[config.mk]
export PLATFORM = sky130hd
export DESIGN_NAME = softmax_top_k_classifier
export DESIGN_NICKNAME = d
export VERILOG_FILES = /design/src/rtl/smx_pkg.sv /design/src/rtl/softmax_top_k_classifier.sv /design/src/rtl/smx_rank_cell.sv /design/src/rtl/smx_divider.sv
export SDC_FILE = /design/constraint.sdc
export NUM_CORES = 2
export LEC_CHECK = 0
export BUFFER_PORTS_ARGS = -buffer_cell sky130_fd_sc_hd__buf_2
export CAP_MARGIN = 20
export CORE_MARGIN = 4
export CORE_UTILIZATION = 45
export CTS_CLUSTER_DIAMETER = 50
export DETAILED_ROUTE_END_ITERATION = 10
export PLACE_DENSITY = 0.68
export SETUP_SLACK_MARGIN = 0.02
export SYNTH_ARGS = -nofsm -noshare
export SYNTH_HDL_FRONTEND = slang
export SYNTH_HIERARCHICAL = 1
export SYNTH_SLANG_ARGS = --single-unit
[constraint.sdc]
create_clock -name aclk -period 8.7 [get_ports aclk]
set_input_delay 0.435 -clock aclk [delete_from_list [all_inputs] [get_ports aclk]]
set_output_delay 0.435 -clock aclk [all_outputs]
set_load 0.02 [all_outputs]
[src/rtl/smx_pkg.sv]
// types, constants and exp tables for the softmax top-k classifier
package smx_pkg;

    localparam int MAX_CLASSES_DEF = 16;
    localparam int MAX_KEEP_DEF    = 8;
    localparam int PROB_W          = 17;
    localparam int IDX_OUT_W       = 8;
    localparam int NUM_W           = 34;
    localparam logic [3:0] KEEP_RESET = 4'd5;

    typedef struct packed {
        logic signed [31:0] logit_value;
        logic               last_logit;
    } smx_in_t;

    typedef struct packed {
        logic [IDX_OUT_W-1:0] class_index;
        logic [PROB_W-1:0]    probability;
        logic                 last_result;
    } smx_out_t;

    typedef struct packed {
        logic                 valid;
        logic [PROB_W-1:0]    prob;
        logic [IDX_OUT_W-1:0] idx;
    } smx_entry_t;

    typedef struct packed {
        logic shift_en;
        logic clear;
    } smx_cell_ctrl_t;

    typedef enum logic [2:0] {
        ST_LOAD,
        ST_EXP,
        ST_DIV,
        ST_DRAIN,
        ST_OUT
    } smx_state_t;

    function automatic logic [16:0] qmul(input logic [16:0] a, input logic [16:0] b);
        logic [33:0] p;
        p = 34'(a) * 34'(b) + 34'd32768;
        return p[32:16];
    endfunction

    function automatic logic [16:0] exp_int(input logic [3:0] n);
        logic [16:0] v;
        case (n)
            4'd0:  v = 17'd65536;
            4'd1:  v = 17'd24109;
            4'd2:  v = 17'd8869;
            4'd3:  v = 17'd3263;
            4'd4:  v = 17'd1200;
            4'd5:  v = 17'd442;
            4'd6:  v = 17'd162;
            4'd7:  v = 17'd60;
            4'd8:  v = 17'd22;
            4'd9:  v = 17'd8;
            4'd10: v = 17'd3;
            4'd11: v = 17'd1;
            default: v = 17'd0;
        endcase
        return v;
    endfunction

    function automatic logic [16:0] exp_hi(input logic [3:0] j);
        logic [16:0] v;
        case (j)
            4'd0:  v = 17'd65536;
            4'd1:  v = 17'd61565;
            4'd2:  v = 17'd57835;
            4'd3:  v = 17'd54331;
            4'd4:  v = 17'd51039;
            4'd5:  v = 17'd47947;
            4'd6:  v = 17'd45042;
            4'd7:  v = 17'd42313;
            4'd8:  v = 17'd39750;
            4'd9:  v = 17'd37341;
            4'd10: v = 17'd35079;
            4'd11: v = 17'd32953;
            4'd12: v = 17'd30957;
            4'd13: v = 17'd29081;
            4'd14: v = 17'd27319;
            default: v = 17'd25664;
        endcase
        return v;
    endfunction

    function automatic logic [16:0] exp_mid(input logic [3:0] k);
        logic [16:0] v;
        case (k)
            4'd0:  v = 17'd65536;
            4'd1:  v = 17'd65280;
            4'd2:  v = 17'd65026;
            4'd3:  v = 17'd64772;
            4'd4:  v = 17'd64520;
            4'd5:  v = 17'd64268;
            4'd6:  v = 17'd64018;
            4'd7:  v = 17'd63768;
            4'd8:  v = 17'd63520;
            4'd9:  v = 17'd63272;
            4'd10: v = 17'd63025;
            4'd11: v = 17'd62780;
            4'd12: v = 17'd62535;
            4'd13: v = 17'd62291;
            4'd14: v = 17'd62048;
            default: v = 17'd61806;
        endcase
        return v;
    endfunction

endpackage

[src/rtl/softmax_top_k_classifier.sv]
// Softmax with top-k ranking. Logits load at one transaction per cycle while
// s_ready is high; excess logits past MAX_CLASSES are dropped but a last mark
// still closes the vector. After the last logit the block computes the table
// exp of each class (three chained 17x17 multiplies), then the probability of
// each class (bit-serial divider), then drains to settle the ranking chain of
// MAX_KEEP cells, then delivers the ranked results one per cycle as m_ready
// allows. No logit is taken until the last result has gone.
module softmax_top_k_classifier
    import smx_pkg::*;
#(
    parameter int MAX_CLASSES = MAX_CLASSES_DEF,
    parameter int MAX_KEEP    = MAX_KEEP_DEF
) (
    input  logic     aclk,
    input  logic     aresetn,
    input  logic     s_valid,
    output logic     s_ready,
    input  smx_in_t  s_data,
    output logic     m_valid,
    input  logic     m_ready,
    output smx_out_t m_data,
    input  logic     cfg_we,
    input  logic [3:0] cfg_wdata
);

    localparam int ADDR_W = (MAX_CLASSES > 1) ? $clog2(MAX_CLASSES) : 1;
    localparam int CNT_W  = $clog2(MAX_CLASSES + 1);
    localparam int SUM_W  = PROB_W + $clog2(MAX_CLASSES);
    localparam int KEEP_W = $clog2(MAX_KEEP + 1);
    localparam int DRN_W  = $clog2(MAX_KEEP + 1);

    smx_state_t state_reg, state_next;

    logic [3:0]        keep_reg;
    logic [CNT_W-1:0]  cnt_reg, cnt_next;
    logic [31:0]       max_reg, max_next;
    logic [SUM_W-1:0]  sum_reg, sum_next;
    logic [ADDR_W-1:0] idx_reg, idx_next;
    logic [1:0]        step_reg, step_next;
    logic [DRN_W-1:0]  drn_reg, drn_next;
    logic [KEEP_W-1:0] ocnt_reg, ocnt_next;
    logic [KEEP_W-1:0] keep_eff;

    logic [31:0] logit_mem [MAX_CLASSES];
    logic [16:0] exp_mem   [MAX_CLASSES];
    logic [31:0] logit_rd_reg;
    logic [16:0] exp_rd_reg;

    logic [16:0] v_reg, v_next;
    logic [3:0]  k_reg, k_next;
    logic [7:0]  r_reg, r_next;
    logic        zero_reg, zero_next;
    logic [31:0] diff;
    logic [16:0] e_val;

    logic             s_fire, m_fire, store_ok;
    logic             mem_wr, exp_wr;
    logic             div_start, div_done;
    logic [NUM_W-1:0] div_num, div_quot;

    smx_cell_ctrl_t cell_ctrl;
    smx_entry_t     feed_in;
    smx_entry_t     chain_feed  [MAX_KEEP+1];
    smx_entry_t     chain_store [MAX_KEEP+1];

    assign s_fire   = s_valid && s_ready;
    assign m_fire   = m_valid && m_ready;
    assign store_ok = cnt_reg < CNT_W'(MAX_CLASSES);
    assign diff     = max_reg - logit_rd_reg;
    assign e_val    = zero_reg ? 17'd0 : qmul(v_reg, 17'd65536 - {9'd0, r_reg});
    assign div_num  = NUM_W'({exp_rd_reg, 16'd0}) + NUM_W'(sum_reg >> 1);

    // effective number of results: keep clamped to 1..MAX_KEEP, then to count
    always_comb begin
        int k;
        k = int'(keep_reg);
        if (k < 1) k = 1;
        if (k > MAX_KEEP) k = MAX_KEEP;
        if (k > int'(cnt_reg)) k = int'(cnt_reg);
        keep_eff = KEEP_W'(k);
    end

    always_comb begin
        state_next = state_reg;
        unique case (state_reg)
            ST_LOAD: begin
                if (s_fire && s_data.last_logit) begin
                    if (store_ok || cnt_reg != '0) state_next = ST_EXP;
                end
            end
            ST_EXP: begin
                if (step_reg == 2'd3 && idx_reg == ADDR_W'(cnt_reg - 1'b1)) begin
                    state_next = ST_DIV;
                end
            end
            ST_DIV: begin
                if (div_done && idx_reg == ADDR_W'(cnt_reg - 1'b1)) state_next = ST_DRAIN;
            end
            ST_DRAIN: begin
                if (drn_reg == '0) state_next = ST_OUT;
            end
            ST_OUT: begin
                if (m_fire && ocnt_reg == keep_eff - 1'b1) state_next = ST_LOAD;
            end
            default: state_next = ST_LOAD;
        endcase
    end

    always_comb begin
        s_ready   = 1'b0;
        m_valid   = 1'b0;
        mem_wr    = 1'b0;
        exp_wr    = 1'b0;
        div_start = 1'b0;
        feed_in   = '0;
        cell_ctrl = '0;
        cnt_next  = cnt_reg;
        max_next  = max_reg;
        sum_next  = sum_reg;
        idx_next  = idx_reg;
        step_next = step_reg;
        drn_next  = drn_reg;
        ocnt_next = ocnt_reg;
        v_next    = v_reg;
        k_next    = k_reg;
        r_next    = r_reg;
        zero_next = zero_reg;
        unique case (state_reg)
            ST_LOAD: begin
                s_ready = 1'b1;
                idx_next  = '0;
                step_next = '0;
                sum_next  = '0;
                if (s_fire) begin
                    if (store_ok) begin
                        mem_wr   = 1'b1;
                        cnt_next = cnt_reg + 1'b1;
                        if (cnt_reg == '0 ||
                            $signed(s_data.logit_value) > $signed(max_reg)) begin
                            max_next = s_data.logit_value;
                        end
                    end
                    if (s_data.last_logit && !store_ok && cnt_reg == '0) begin
                        cnt_next = '0;
                        max_next = 32'h8000_0000;
                    end
                end
            end
            ST_EXP: begin
                step_next = step_reg + 1'b1;
                case (step_reg)
                    2'd1: begin
                        zero_next = diff[31:16] >= 16'd12;
                        v_next    = qmul(exp_int(diff[19:16]), exp_hi(diff[15:12]));
                        k_next    = diff[11:8];
                        r_next    = diff[7:0];
                    end
                    2'd2: v_next = qmul(v_reg, exp_mid(k_reg));
                    2'd3: begin
                        exp_wr   = 1'b1;
                        sum_next = sum_reg + SUM_W'(e_val);
                        idx_next = (idx_reg == ADDR_W'(cnt_reg - 1'b1)) ? '0 : idx_reg + 1'b1;
                    end
                    default: ;
                endcase
            end
            ST_DIV: begin
                case (step_reg)
                    2'd0: step_next = 2'd1;
                    2'd1: begin
                        div_start = 1'b1;
                        step_next = 2'd2;
                    end
                    default: begin
                        if (div_done) begin
                            feed_in.valid = 1'b1;
                            feed_in.prob  = div_quot[PROB_W-1:0];
                            feed_in.idx   = IDX_OUT_W'(idx_reg);
                            idx_next      = idx_reg + 1'b1;
                            step_next     = 2'd0;
                        end
                    end
                endcase
                drn_next  = DRN_W'(MAX_KEEP);
                ocnt_next = '0;
            end
            ST_DRAIN: begin
                drn_next = drn_reg - 1'b1;
            end
            ST_OUT: begin
                m_valid = 1'b1;
                if (m_fire) begin
                    cell_ctrl.shift_en = 1'b1;
                    ocnt_next = ocnt_reg + 1'b1;
                    if (ocnt_reg == keep_eff - 1'b1) begin
                        cell_ctrl.clear = 1'b1;
                        cnt_next = '0;
                        max_next = 32'h8000_0000;
                        sum_next = '0;
                    end
                end
            end
            default: ;
        endcase
    end

    always_ff @(posedge aclk) begin
        if (!aresetn) begin
            state_reg <= ST_LOAD;
            keep_reg  <= KEEP_RESET;
            cnt_reg   <= '0;
            max_reg   <= 32'h8000_0000;
            sum_reg   <= '0;
            idx_reg   <= '0;
            step_reg  <= '0;
            drn_reg   <= '0;
            ocnt_reg  <= '0;
        end else begin
            state_reg <= state_next;
            if (cfg_we) keep_reg <= cfg_wdata;
            cnt_reg  <= cnt_next;
            max_reg  <= max_next;
            sum_reg  <= sum_next;
            idx_reg  <= idx_next;
            step_reg <= step_next;
            drn_reg  <= drn_next;
            ocnt_reg <= ocnt_next;
        end
        v_reg    <= v_next;
        k_reg    <= k_next;
        r_reg    <= r_next;
        zero_reg <= zero_next;
    end

    // logit and exp stores, one write and one registered read each
    always_ff @(posedge aclk) begin
        if (mem_wr) logit_mem[cnt_reg[ADDR_W-1:0]] <= s_data.logit_value;
        logit_rd_reg <= logit_mem[idx_reg];
    end

    always_ff @(posedge aclk) begin
        if (exp_wr) exp_mem[idx_reg] <= e_val;
        exp_rd_reg <= exp_mem[idx_reg];
    end

    smx_divider #(
        .DEN_W (SUM_W)
    ) u_div (
        .aclk    (aclk),
        .aresetn (aresetn),
        .start   (div_start),
        .num     (div_num),
        .den     (sum_reg),
        .done    (div_done),
        .quot    (div_quot)
    );

    assign chain_feed[0]         = feed_in;
    assign chain_store[MAX_KEEP] = '0;

    for (genvar g = 0; g < MAX_KEEP; g++) begin : g_cell
        smx_rank_cell u_cell (
            .aclk     (aclk),
            .aresetn  (aresetn),
            .ctrl     (cell_ctrl),
            .feed     (chain_feed[g]),
            .shift_in (chain_store[g+1]),
            .pass_out (chain_feed[g+1]),
            .stored   (chain_store[g])
        );
    end

    assign m_data.class_index = chain_store[0].idx;
    assign m_data.probability = chain_store[0].prob;
    assign m_data.last_result = (ocnt_reg == keep_eff - 1'b1);

endmodule

[src/rtl/smx_rank_cell.sv]
// one cell of the systolic top-k insertion chain
module smx_rank_cell
    import smx_pkg::*;
(
    input  logic           aclk,
    input  logic           aresetn,
    input  smx_cell_ctrl_t ctrl,
    input  smx_entry_t     feed,
    input  smx_entry_t     shift_in,
    output smx_entry_t     pass_out,
    output smx_entry_t     stored
);

    smx_entry_t stored_reg, stored_next;
    smx_entry_t pass_reg, pass_next;

    always_comb begin
        stored_next = stored_reg;
        pass_next   = '0;
        if (ctrl.clear) begin
            stored_next = '0;
        end else if (ctrl.shift_en) begin
            stored_next = shift_in;
        end else if (feed.valid) begin
            if (!stored_reg.valid) begin
                stored_next = feed;
            end else if (feed.prob > stored_reg.prob ||
                         (feed.prob == stored_reg.prob && feed.idx < stored_reg.idx)) begin
                // equal probability ranks the lower index first
                stored_next = feed;
                pass_next   = stored_reg;
            end else begin
                pass_next = feed;
            end
        end
    end

    always_ff @(posedge aclk) begin
        if (!aresetn) begin
            stored_reg <= '0;
            pass_reg   <= '0;
        end else begin
            stored_reg <= stored_next;
            pass_reg   <= pass_next;
        end
    end

    assign pass_out = pass_reg;
    assign stored   = stored_reg;

endmodule

[src/rtl/smx_divider.sv]
// restoring divider, one quotient bit per cycle
module smx_divider
    import smx_pkg::*;
#(
    parameter int DEN_W = 21
) (
    input  logic             aclk,
    input  logic             aresetn,
    input  logic             start,
    input  logic [NUM_W-1:0] num,
    input  logic [DEN_W-1:0] den,
    output logic             done,
    output logic [NUM_W-1:0] quot
);

    localparam int CNT_W = $clog2(NUM_W + 1);

    logic [DEN_W:0]   rem_reg, rem_next;
    logic [NUM_W-1:0] num_reg, num_next;
    logic [NUM_W-1:0] quot_reg, quot_next;
    logic [DEN_W-1:0] den_reg, den_next;
    logic [CNT_W-1:0] cnt_reg, cnt_next;
    logic             busy_reg, busy_next;
    logic             done_reg, done_next;
    logic [DEN_W:0]   trial;

    always_comb begin
        rem_next  = rem_reg;
        num_next  = num_reg;
        quot_next = quot_reg;
        den_next  = den_reg;
        cnt_next  = cnt_reg;
        busy_next = busy_reg;
        done_next = 1'b0;
        trial     = {rem_reg[DEN_W-1:0], num_reg[NUM_W-1]};
        if (start) begin
            rem_next  = '0;
            num_next  = num;
            den_next  = den;
            quot_next = '0;
            cnt_next  = '0;
            busy_next = 1'b1;
        end else if (busy_reg) begin
            num_next = {num_reg[NUM_W-2:0], 1'b0};
            if (trial >= {1'b0, den_reg}) begin
                rem_next  = trial - {1'b0, den_reg};
                quot_next = {quot_reg[NUM_W-2:0], 1'b1};
            end else begin
                rem_next  = trial;
                quot_next = {quot_reg[NUM_W-2:0], 1'b0};
            end
            cnt_next = cnt_reg + 1'b1;
            if (cnt_reg == CNT_W'(NUM_W - 1)) begin
                busy_next = 1'b0;
                done_next = 1'b1;
            end
        end
    end

    always_ff @(posedge aclk) begin
        if (!aresetn) begin
            busy_reg <= 1'b0;
            done_reg <= 1'b0;
            cnt_reg  <= '0;
        end else begin
            busy_reg <= busy_next;
            done_reg <= done_next;
            cnt_reg  <= cnt_next;
        end
        rem_reg  <= rem_next;
        num_reg  <= num_next;
        quot_reg <= quot_next;
        den_reg  <= den_next;
    end

    assign done = done_reg;
    assign quot = quot_reg;

endmodule

==> flow_summary.toml <==
[outcome]
status = "finished, violations left"
violations = "negative setup slack"

[worst_setup_path]
ff2ff_setup_slack_ns = -0.26
reg2reg_depth = 40
worst-endpoint-required_ns = 9.24
max_stage_delay_ns = 0.52
start_kind = "flop"
r2r_start = "max_reg[0]"
cp_max_fo = 4
worstReg2RegEnd = "v_reg[13]"
crit_slowest_cell = "fa_1"
crit_start = "max_reg[0]"
cp-end-kind = "flop"
crit_type = "flop to flop"
cpMostUsedCell = "a21o_1"
cp.arrival_ns = 9.50
endpoint = "v_reg[13]"

[clock_network]
worstSkewPairLatency_ns = 0.81
cts_tree = "yes"
cts.path.max_buffers = 3
cts_root_buf = "clkbuf_16"
cts.clk_slew.worst_paths_ns = 0.06
htree_levels = 4
cts_buffers = 153
cts_num_sinks = 1446

[routing]
drt-wirelength-per-cell_um = 20.41
drc = 0
vias_per_cell = 5.584
drtPass1Iterations = 5
drt_iter0_markers = 5481
vias = 66457
wirelength_um = 242900
ant_nets = 0

[grt]
grt_busiest_layer = "met2"
grt.total_usage_pct = 22.12
gr-usage-met2_pct = 38.28
antenna_found_initial = 14
grt_max_degree = 250
grt-ovfl-total = 0
grt_pass1_wl_um = 385300
grtUsageMet3_pct = 3.064
use_met1_pct = 29.42
grt_pass1_vias = 68961

[die]
core_um2 = 210000
io_pins = 70
die_w_um = 468.0
dieArea_um2 = 219100
die_h_um = 468.0
start_util_pct = 45.35
std_cell_rows = 168

[job]
max_cap_viol_count = 0

[sta]
timing.final.ws_setup_ns = -0.2596
hold_violations = 0
setup_viol = 19
fmax_ghz = 0.1116
maxSlewViolCount = 0
slew_headroom_pct = 17.48
fin_crit_ns = 8.960
rsz0062_at_grt = "yes"
worstMarginPinSlew_ns = 1.238
finClkSkew_ns = 0.03400
finalCritPeriodShare_pct = 103.0

[final_layout]
layout.nets = 10332
largest_register_ffs = 512
area_growth_pct = 13.66
final_common_cell = "inv_1"
final_area_um2 = 108200
drive_above_1_share_pct = 17.24
most-common-layout-cells = "inv_1, edfxtp_1, ha_1, fa_1, dfxtp_1"
fin_cells = 11901

[place]
hpwlAfterDp_um = 167500
gp_congestion = 0.8953
place_area_um2 = 100800
io_buffer_count = 69
post-place-cells = 11498

[yosys]
netlist_area_um2 = 95230
avgSynthCellArea_um2 = 11.05
netlist_instances = 8617
ys_warn_count = 6

[worst_hold_path]
min-delay-start = "s_data[18]"
hp-class = "input pin to flop"
## repair_timing
action                     CTS  global route
setup endpoints to repair   27            31
gates resized for setup     93           184
pin swaps                   87           133
setup buffers               38            35
hold buffers                34             0
hold endpoints to repair   349             0
## through the flow
step / util, % / setup TNS (ns) / hold slack, ns / setup slack, ns
finish: 51.55 / -2.482 / 0.06262 / -0.2596
floorplan: - / -0.2525 / 0.4356 / -0.1236
detailed placement: 48.01 / -7.464 / 0.4708 / -0.6429
CTS: 51.00 / -2.691 / 0.001862 / -0.3812
global route: 51.54 / -10.05 / 0.02226 / -0.5888
global placement: 47.96 / -4.436 / 0.4571 / -0.5415
## layer usage
metal | up-vias | routed length (um)
li1 | 30503 | -
met1 | 33604 | 102300
met2 | 2005 | 121600
met3 | 339 | 13990
met4 | 6 | 5010
met5 | - | 33
## area by class of cell
cell class              count  area (um^2)
inverters                1186         4459
clock buffers             191         4071
repair buffers            608         4766
diodes                     11        27.53
multi-input cells        5561        52620
fillers                 17940       101700
well taps                2805         3510
clock inverters            93         1124
flip-flops and latches   1446        37660
## critical path: cells and delay by family (launching register included)
family                   cells  cell delay, ns
flip-flops                   1            0.33
adder cells (fa/ha/maj)     10            3.75
AO/OA/AOI/OAI               17            2.67
AND/OR/NAND/NOR              3            0.75
XOR/XNOR                     2            0.49
buffers and inverters        8            0.66
## how the worst min path moves through the flow
| stage | to | slack [ns] | cells after the start |
|---|---|---|---|
| global route | logit_mem[5][17] | 0.02 | 1 |
| finish | logit_mem[5][17] | 0.06 | 1 |
| floorplan | g_cell[1].u_cell/pass_out[25] | 0.44 | 2 |
| CTS | logit_mem[5][17] | 0.002 | 1 |
| detailed placement | u_div/den_reg[0] | 0.47 | 0 |
| global placement | drn_reg[3] | 0.46 | 1 |
Power is not shown: default switching activity piles up to over one toggle a cycle in this logic, so the estimate is an artifact.
